## config.mk

```make
export PLATFORM = sky130hd
export DESIGN_NAME = color_sensor_to_led_tracker_core
export DESIGN_NICKNAME = d
export VERILOG_FILES = /design/src/hw/rtl/csled_pkg.sv /design/src/hw/rtl/csled_ctrl.sv /design/src/hw/rtl/csled_dpath.sv /design/src/hw/rtl/color_sensor_to_led_tracker_core.sv
export SDC_FILE = /design/constraint.sdc
export NUM_CORES = 1
export LEC_CHECK = 0
export ABC_AREA = 1
export BUFFER_PORTS_ARGS = -buffer_cell sky130_fd_sc_hd__buf_4
export CORE_ASPECT_RATIO = 0.75
export CORE_MARGIN = 10
export CORE_UTILIZATION = 62
export DETAILED_ROUTE_END_ITERATION = 6
export GPL_TIMING_DRIVEN = 0
export PLACE_DENSITY = 0.79
export SLEW_MARGIN = 20
export SYNTH_ARGS = -nofsm -noshare
export SYNTH_HDL_FRONTEND = slang
export SYNTH_SLANG_ARGS = --single-unit
```

## constraint.sdc

```tcl
create_clock -name aclk -period 7.31 [get_ports aclk]
set_input_delay 0.731 -clock aclk [delete_from_list [all_inputs] [get_ports aclk]]
set_output_delay 0.731 -clock aclk [all_outputs]
set_load 0.01 [all_outputs]
```

## src/hw/rtl/csled_pkg.sv

```systemverilog
`timescale 1ns / 1ps
package csled_pkg;

    // sample and ratio formats
    localparam int SAMPLE_BITS = 16;
    localparam int IN_W        = 16;
    localparam int FRAC_BITS   = 4;
    localparam int RATIO_BITS  = 8 + FRAC_BITS;
    localparam logic [RATIO_BITS-1:0] RATIO_MAX = {RATIO_BITS{1'b1}};

    // divider: two quotient bits per step
    localparam int DIV_STEPS = (RATIO_BITS + 1) / 2;
    localparam int DIV_BITS  = 2 * DIV_STEPS;
    localparam int STEP_W    = $clog2(DIV_STEPS);

    // color channels
    localparam int NUM_CH = 3;
    localparam int CH_W   = 2;
    localparam logic [CH_W-1:0] CH_RED   = 2'd0;
    localparam logic [CH_W-1:0] CH_GREEN = 2'd1;
    localparam logic [CH_W-1:0] CH_BLUE  = 2'd2;

    // configuration registers
    localparam int CFG_INDEX_W = 2;
    localparam int CFG_DATA_W  = 8;
    localparam int THR_W       = 8;
    localparam int GAIN_W      = 6;
    localparam logic [CFG_INDEX_W-1:0] REG_CHANGE_THRESHOLD = 2'd0;
    localparam logic [CFG_INDEX_W-1:0] REG_GAIN_EIGHTHS     = 2'd1;
    localparam logic [THR_W-1:0]  THR_RESET  = 8'd20;
    localparam logic [GAIN_W-1:0] GAIN_RESET = 6'd20;

    // led drive
    localparam int LED_W  = 8;
    localparam int PROD_W = LED_W + GAIN_W;
    localparam int GAIN_SHIFT = 3;

    typedef logic [LED_W-1:0] gamma_table_t [256];

    // gamma 2.5 curve: largest v with v^2 * 255^3 <= i^5
    function automatic gamma_table_t build_gamma();
        gamma_table_t    t;
        longint unsigned k;
        longint unsigned v;
        longint unsigned p;
        longint unsigned ii;
        k = 64'd255 * 64'd255 * 64'd255;
        v = 0;
        for (int i = 0; i < 256; i++) begin
            ii = longint'(i);
            p  = ii * ii * ii * ii * ii;
            while (v < 64'd255 && (v + 1) * (v + 1) * k <= p) begin
                v = v + 1;
            end
            t[i] = v[LED_W-1:0];
        end
        return t;
    endfunction

    localparam gamma_table_t GAMMA_ROM = build_gamma();

    // controller to datapath commands
    typedef struct packed {
        logic            capture;
        logic            div_init;
        logic            div_step;
        logic            div_last;
        logic            update_last;
        logic            mul;
        logic            out_load;
        logic [CH_W-1:0] ch_sel;
    } csled_cmd_t;

    // datapath to controller status
    typedef struct packed {
        logic moved;
    } csled_status_t;

endpackage

```

## src/hw/rtl/csled_ctrl.sv

```systemverilog
`timescale 1ns / 1ps
module csled_ctrl
    import csled_pkg::*;
(
    input  logic          aclk,
    input  logic          aresetn,
    input  logic          s_valid,
    output logic          s_ready,
    output logic          m_valid,
    input  logic          m_ready,
    input  csled_status_t status,
    output csled_cmd_t    cmd
);

    localparam logic [2:0] ST_IDLE = 3'd0;
    localparam logic [2:0] ST_INIT = 3'd1;
    localparam logic [2:0] ST_DIV  = 3'd2;
    localparam logic [2:0] ST_CMP  = 3'd3;
    localparam logic [2:0] ST_MUL  = 3'd4;
    localparam logic [2:0] ST_OUT  = 3'd5;

    logic [2:0]        state_reg, state_next;
    logic [CH_W-1:0]   ch_reg, ch_next;
    logic [STEP_W-1:0] step_reg, step_next;
    logic              m_valid_reg, m_valid_next;
    logic              last_step;

    assign last_step = (step_reg == STEP_W'(DIV_STEPS - 1));
    assign s_ready   = (state_reg == ST_IDLE);
    assign m_valid   = m_valid_reg;

    // sequencer
    always_comb begin
        state_next   = state_reg;
        ch_next      = ch_reg;
        step_next    = step_reg;
        m_valid_next = m_valid_reg;
        cmd          = '0;
        cmd.ch_sel   = ch_reg;
        if (m_valid_reg && m_ready) begin
            m_valid_next = 1'b0;
        end
        case (state_reg)
            ST_IDLE: begin
                if (s_valid) begin
                    cmd.capture = 1'b1;
                    ch_next     = CH_RED;
                    state_next  = ST_INIT;
                end
            end
            ST_INIT: begin
                cmd.div_init = 1'b1;
                step_next    = '0;
                state_next   = ST_DIV;
            end
            ST_DIV: begin
                cmd.div_step = 1'b1;
                step_next    = step_reg + 1'b1;
                if (last_step) begin
                    cmd.div_last = 1'b1;
                    if (ch_reg == CH_BLUE) begin
                        state_next = ST_CMP;
                    end else begin
                        ch_next    = ch_reg + 1'b1;
                        state_next = ST_INIT;
                    end
                end
            end
            ST_CMP: begin
                if (status.moved) begin
                    cmd.update_last = 1'b1;
                    state_next      = ST_MUL;
                end else begin
                    state_next = ST_IDLE;
                end
            end
            ST_MUL: begin
                cmd.mul    = 1'b1;
                state_next = ST_OUT;
            end
            ST_OUT: begin
                // wait until the output register is free
                if (!m_valid_reg || m_ready) begin
                    cmd.out_load = 1'b1;
                    m_valid_next = 1'b1;
                    state_next   = ST_IDLE;
                end
            end
            default: begin
                state_next = ST_IDLE;
            end
        endcase
    end

    always_ff @(posedge aclk) begin
        if (!aresetn) begin
            state_reg   <= ST_IDLE;
            ch_reg      <= CH_RED;
            step_reg    <= '0;
            m_valid_reg <= 1'b0;
        end else begin
            state_reg   <= state_next;
            ch_reg      <= ch_next;
            step_reg    <= step_next;
            m_valid_reg <= m_valid_next;
        end
    end

endmodule

```

## src/hw/rtl/csled_dpath.sv

```systemverilog
`timescale 1ns / 1ps
module csled_dpath
    import csled_pkg::*;
(
    input  logic                   aclk,
    input  logic                   aresetn,
    input  logic                   cfg_wr_en,
    input  logic [CFG_INDEX_W-1:0] cfg_index,
    input  logic [CFG_DATA_W-1:0]  cfg_wr_data,
    input  logic [IN_W-1:0]        s_red_count,
    input  logic [IN_W-1:0]        s_green_count,
    input  logic [IN_W-1:0]        s_blue_count,
    input  logic [IN_W-1:0]        s_clear_count,
    input  csled_cmd_t             cmd,
    output csled_status_t          status,
    output logic [LED_W-1:0]       m_led_red,
    output logic [LED_W-1:0]       m_led_green,
    output logic [LED_W-1:0]       m_led_blue
);

    logic [THR_W-1:0]       thr_reg;
    logic [GAIN_W-1:0]      gain_reg;
    logic [SAMPLE_BITS-1:0] ch_reg [NUM_CH];
    logic [SAMPLE_BITS-1:0] clr_reg;
    logic [SAMPLE_BITS-1:0] rem_reg, rem_next;
    logic [DIV_BITS-1:0]    quo_reg, quo_next;
    logic                   sat_reg;
    logic [RATIO_BITS-1:0]  ratio_reg [NUM_CH];
    logic [RATIO_BITS-1:0]  last_reg [NUM_CH];
    logic [PROD_W-1:0]      prod_reg [NUM_CH];
    logic [LED_W-1:0]       led_reg [NUM_CH];
    logic [LED_W-1:0]       led_next [NUM_CH];
    logic [SAMPLE_BITS-1:0] ch_cur;
    logic [SAMPLE_BITS:0]   t1, t2, r1, r2;
    logic                   ge1, ge2;
    logic [RATIO_BITS-1:0]  ratio_new;
    logic [RATIO_BITS-1:0]  lim;
    logic [NUM_CH-1:0]      ch_moved;

    // configuration registers
    always_ff @(posedge aclk) begin
        if (!aresetn) begin
            thr_reg  <= THR_RESET;
            gain_reg <= GAIN_RESET;
        end else if (cfg_wr_en) begin
            case (cfg_index)
                REG_CHANGE_THRESHOLD: thr_reg  <= cfg_wr_data[THR_W-1:0];
                REG_GAIN_EIGHTHS:     gain_reg <= cfg_wr_data[GAIN_W-1:0];
                default: begin
                end
            endcase
        end
    end

    // sample capture
    always_ff @(posedge aclk) begin
        if (cmd.capture) begin
            ch_reg[0] <= s_red_count[SAMPLE_BITS-1:0];
            ch_reg[1] <= s_green_count[SAMPLE_BITS-1:0];
            ch_reg[2] <= s_blue_count[SAMPLE_BITS-1:0];
            clr_reg   <= s_clear_count[SAMPLE_BITS-1:0];
        end
    end

    // channel under division
    always_comb begin
        case (cmd.ch_sel)
            CH_RED:   ch_cur = ch_reg[0];
            CH_GREEN: ch_cur = ch_reg[1];
            CH_BLUE:  ch_cur = ch_reg[2];
            default:  ch_cur = ch_reg[0];
        endcase
    end

    // radix-4 restoring step, remainder stays below the clear count unless saturated
    always_comb begin
        t1       = {rem_reg, 1'b0};
        ge1      = (t1 >= {1'b0, clr_reg});
        r1       = ge1 ? (t1 - {1'b0, clr_reg}) : t1;
        t2       = {r1[SAMPLE_BITS-1:0], 1'b0};
        ge2      = (t2 >= {1'b0, clr_reg});
        r2       = ge2 ? (t2 - {1'b0, clr_reg}) : t2;
        rem_next = r2[SAMPLE_BITS-1:0];
        quo_next = {quo_reg[DIV_BITS-3:0], ge1, ge2};
        ratio_new = sat_reg ? RATIO_MAX : quo_next[DIV_BITS-1 -: RATIO_BITS];
    end

    // divider registers; zero clear or channel at or above clear saturates
    always_ff @(posedge aclk) begin
        if (cmd.div_init) begin
            rem_reg <= ch_cur;
            quo_reg <= '0;
            sat_reg <= (clr_reg == '0) || (ch_cur >= clr_reg);
        end else if (cmd.div_step) begin
            rem_reg <= rem_next;
            quo_reg <= quo_next;
        end
    end

    always_ff @(posedge aclk) begin
        if (cmd.div_last) begin
            case (cmd.ch_sel)
                CH_RED:   ratio_reg[0] <= ratio_new;
                CH_GREEN: ratio_reg[1] <= ratio_new;
                CH_BLUE:  ratio_reg[2] <= ratio_new;
                default: begin
                end
            endcase
        end
    end

    // change detection against the last shown color
    assign lim = RATIO_BITS'(thr_reg) << FRAC_BITS;

    always_comb begin
        for (int i = 0; i < NUM_CH; i++) begin
            if (ratio_reg[i] >= last_reg[i]) begin
                ch_moved[i] = (ratio_reg[i] - last_reg[i]) > lim;
            end else begin
                ch_moved[i] = (last_reg[i] - ratio_reg[i]) > lim;
            end
        end
    end

    assign status.moved = |ch_moved;

    always_ff @(posedge aclk) begin
        if (!aresetn) begin
            for (int i = 0; i < NUM_CH; i++) begin
                last_reg[i] <= '0;
            end
        end else if (cmd.update_last) begin
            for (int i = 0; i < NUM_CH; i++) begin
                last_reg[i] <= ratio_reg[i];
            end
        end
    end

    // gamma lookup times gain
    always_ff @(posedge aclk) begin
        if (cmd.mul) begin
            for (int i = 0; i < NUM_CH; i++) begin
                prod_reg[i] <= PROD_W'(GAMMA_ROM[ratio_reg[i][RATIO_BITS-1:FRAC_BITS]])
                               * PROD_W'(gain_reg);
            end
        end
    end

    // scale by one eighth and saturate
    always_comb begin
        for (int i = 0; i < NUM_CH; i++) begin
            if (prod_reg[i][PROD_W-1:GAIN_SHIFT] > (PROD_W-GAIN_SHIFT)'(255)) begin
                led_next[i] = '1;
            end else begin
                led_next[i] = prod_reg[i][GAIN_SHIFT +: LED_W];
            end
        end
    end

    // output register
    always_ff @(posedge aclk) begin
        if (cmd.out_load) begin
            for (int i = 0; i < NUM_CH; i++) begin
                led_reg[i] <= led_next[i];
            end
        end
    end

    assign m_led_red   = led_reg[0];
    assign m_led_green = led_reg[1];
    assign m_led_blue  = led_reg[2];

endmodule

```

## src/hw/rtl/color_sensor_to_led_tracker_core.sv

```systemverilog
`timescale 1ns / 1ps
// sequence: each channel in turn gets a divider init and its divide steps; then compare,
//   multiply and output load follow; one shared radix-4 divider serves all channels
// one sample at a time; with no result, multiply and output load are skipped
// a result may wait in the output register while the next sample is taken
// reset: synchronous active-low aresetn; threshold and gain return to 20, last color to 0
module color_sensor_to_led_tracker_core
    import csled_pkg::*;
(
    input  logic                   aclk,
    input  logic                   aresetn,
    input  logic                   cfg_wr_en,
    input  logic [CFG_INDEX_W-1:0] cfg_index,
    input  logic [CFG_DATA_W-1:0]  cfg_wr_data,
    input  logic                   s_valid,
    output logic                   s_ready,
    input  logic [IN_W-1:0]        s_red_count,
    input  logic [IN_W-1:0]        s_green_count,
    input  logic [IN_W-1:0]        s_blue_count,
    input  logic [IN_W-1:0]        s_clear_count,
    output logic                   m_valid,
    input  logic                   m_ready,
    output logic [LED_W-1:0]       m_led_red,
    output logic [LED_W-1:0]       m_led_green,
    output logic [LED_W-1:0]       m_led_blue
);

    csled_cmd_t    cmd;
    csled_status_t status;

    // sequencer
    csled_ctrl u_ctrl (
        .aclk    (aclk),
        .aresetn (aresetn),
        .s_valid (s_valid),
        .s_ready (s_ready),
        .m_valid (m_valid),
        .m_ready (m_ready),
        .status  (status),
        .cmd     (cmd)
    );

    // divider, compare, gamma and output registers
    csled_dpath u_dpath (
        .aclk          (aclk),
        .aresetn       (aresetn),
        .cfg_wr_en     (cfg_wr_en),
        .cfg_index     (cfg_index),
        .cfg_wr_data   (cfg_wr_data),
        .s_red_count   (s_red_count),
        .s_green_count (s_green_count),
        .s_blue_count  (s_blue_count),
        .s_clear_count (s_clear_count),
        .cmd           (cmd),
        .status        (status),
        .m_led_red     (m_led_red),
        .m_led_green   (m_led_green),
        .m_led_blue    (m_led_blue)
    );

endmodule

```

==> metrics.txt <==
status finished clean; share of layout cells above drive strength 1 7.702%; CP Launch Point u_dpath.ratio_reg[0][29]; Internal Power 0.003947 W; Clock Latency Late Sink 0.58 ns; WL final 72,050 um; max frequency 0.1573 GHz; RSZ-0062 raised after global routing false; pwr dens 270.8 mW/mm2; Seq. cell area 0.006967 mm2; Main synth FF type edfxtp_1; largest net degree at the start of global routing 27; crit path max fanout 12; Die Height 188.8 um; Synth Area in Compound Gates 13.09%; Crit-path slowest cell edfxtp_1; CP peak stage delay 0.70 ns; setup tns final 0 ns; Inserted Diodes 0; worst min path class in2reg; Seq pwr share 26.8%; # port buffers 104; CP Class reg2reg; non-filler instance count after layout 3,789; reg2reg start u_dpath.ratio_reg[0][29]; total track usage 30.62%; post-synthesis sequential area ratio 29.57%; leakage power 12.63 nW; DRC viols 0; FF-to-FF End u_dpath.prod_reg[0][41]; Post-DRT Antenna Nets 0; synth unique cells 58; routability congestion estimate 1.075; CTS Buf Count 27; cell area after layout 0.02607 mm2; main combinational cell family by area after synthesis simple AND/OR/NAND/NOR gates; Max IR drop VDD 0.2850 mV; Setup WS pre-CTS 1.200 ns; maximum clock path buffer count 3; Setup WS post-layout 0.9547 ns; # Max-Cap Violations 0; Synthesis Warnings 0; FF+latch count, synth 243; Die Span X 245.1 um; post-placement cell area 0.02512 mm2; CP required 7.65 ns; arrival time at the worst endpoint 6.70 ns; setup violators final 0; routed vias/inst 5.972; Initial Utilization 63.13%; CP Capture Type register; max-slew violation count 0; WHS 0.3213 ns; Fillers 3,016; area leader, netlist edfxtp_1; cell class contributing the biggest share of worst-path delay adder cells; total vias in the final route 22,628; Netlist Area Pre-Place 0.02356 mm2; CTS Hold Bufs 0; multi-input logic area 0.01422 mm2; worst hold path cell count 1; Worst-Margin Slew 0.9638 ns; fin crit period 6.355 ns; worst r2r path cells 27; Placed Instances 3,739; adder-cell share of the synthesized area 21.10%; first-pass GRT wire length 114,900 um; Routed wire per std cell 19.02 um; HPWL after DPL 56,490 um; Post-synth EDFFs 210; top cells by area, synth edfxtp_1 (27%), ha_1 (14%), nand2_1 (11%); Largest register FFs 48; vias in the first global route 21,704; Area growth syn-to-layout 10.65%; clock share of power 21.1%; I/O Pins 105; CTS H-Tree Depth 1; share of the synthesized area in the top cell type 26.76%; total iterations of the first detailed-routing run 7; DRT iter0 DRCs 3,297; CP Launch Type register; core area 0.03732 mm2; most frequent cell after synthesis nand2_1; row count 61; critical path buffer and inverter count 5; Die Area 0.04628 mm2; period utilization 86.94%; post-synthesis simple-gate area fraction 22.32%; post-CTS sizing 0; Worst-path clk slew 0.07 ns; total gr overflow 0; CP endpoint u_dpath.prod_reg[0][41]; ys async rst share 0%; average cell area after synthesis 7.555 um2; Layout Nets 3,693; critical path depth in cells 27; XOR/XNOR share of the synthesized area 3.717%; Post-CTS Setup Bufs 0; TritonCTS clock tree built; initial antenna violation count 0; Syn Nets 3,548; CTS Sinks 243; Root Buffer clkbuf_16; Slew Limit Headroom 35.51%; Sw Pwr 0.003114 W; clock skew 0.01243 ns; multiplexer share of the synthesized area 0%; commonest cells in the synthesized netlist nand2_1 (691), inv_1 (501), nor2_1 (322); switch share 44.10%; Hold Vio Cnt, Final 0; share of total power in combinational logic 52.1%; Synth Instances 3,119; flop2flop setup slack 0.95 ns
==> power groups by stage <==
| stage | registers [W] | logic (W) | clock network [W] |
|---|---|---|---|
| floorplan | 0.00191 | 0.00261 | 0 |
| global placement | 0.00193 | 0.00339 | 0 |
| detailed placement | 0.00192 | 0.00352 | 0 |
| CTS | 0.00189 | 0.00356 | 0.00150 |
| global route | 0.00190 | 0.00409 | 0.00156 |
| finish | 0.00189 | 0.00368 | 0.00149 |
==> layout make-up <==
class	instances	share of cell area, %
Clock buffer	33	2.755
Sequential cell	243	26.72
Clock inverter	17	0.9022
Timing Repair Buffer	116	3.446
Multi-Input combinational cell	2265	54.53
Inverter	514	7.400
Tap cell	504	2.419
Buffer	97	1.824
==> cell usage in the layout, fill, tap and decap left out, drive strengths merged, types with 22 or more instances in the layout <==
| master | count |
|---|---|
| o211ai | 32 |
| dfxtp | 33 |
| ha | 271 |
| buf | 162 |
| xnor2 | 33 |
| nor3 | 31 |
| inv | 512 |
| fa | 79 |
| nand3 | 175 |
| o22ai | 22 |
| clkbuf | 84 |
| nor2 | 323 |
| edfxtp | 210 |
| o21ai | 171 |
| nand4 | 26 |
| xor2 | 67 |
| a21oi | 212 |
| nand2 | 701 |
==> cell families (layout without fill, tap and decap cells) <==
kind of cell               count (synthesis)  after routing
AOI/OAI and AO/OA                        537            537
xor gates and xnor gates                 100            100
adders and majority gates                350            350
buffers and inverters                    611            777
DFF                                      243            243
and+or+nand+nor                         1278           1278
==> routing by layer <==
metal / part of all wire, % / vias to the layer above / track usage (%)
met5: 0.25 / - / 2.829
met4: 2.1 / 4 / 6.603
met3: 14 / 130 / 9.412
met2: 40 / 1455 / 43.05
met1: 43 / 10486 / 44.75
li1: - / 10553 / -
==> per-stage QoR <==
step	power [W]	utilization (%)
final	0.007061	69.86
after global placement	0.005318	66.91
after global routing	0.007550	69.86
after floorplan	0.004517	-
after detailed placement	0.005432	67.30
after CTS	0.006949	69.85
==> how the worst min path moves through the flow <==
stage,startpoint,endpoint,slack (ns)
global placement,u_dpath.quo_reg[9],u_dpath.quo_reg[9],0.46
CTS,s_blue_count[10],u_dpath.ch_reg[0][42],0.30
global route,s_green_count[9],u_dpath.ch_reg[0][25],0.30
finish,s_green_count[9],u_dpath.ch_reg[0][25],0.32
detailed placement,u_dpath.quo_reg[9],u_dpath.quo_reg[9],0.47
floorplan,u_ctrl.step_reg[2],u_ctrl.step_reg[2],0.45
No activity file was read; power rests on OpenSTA's default activity.
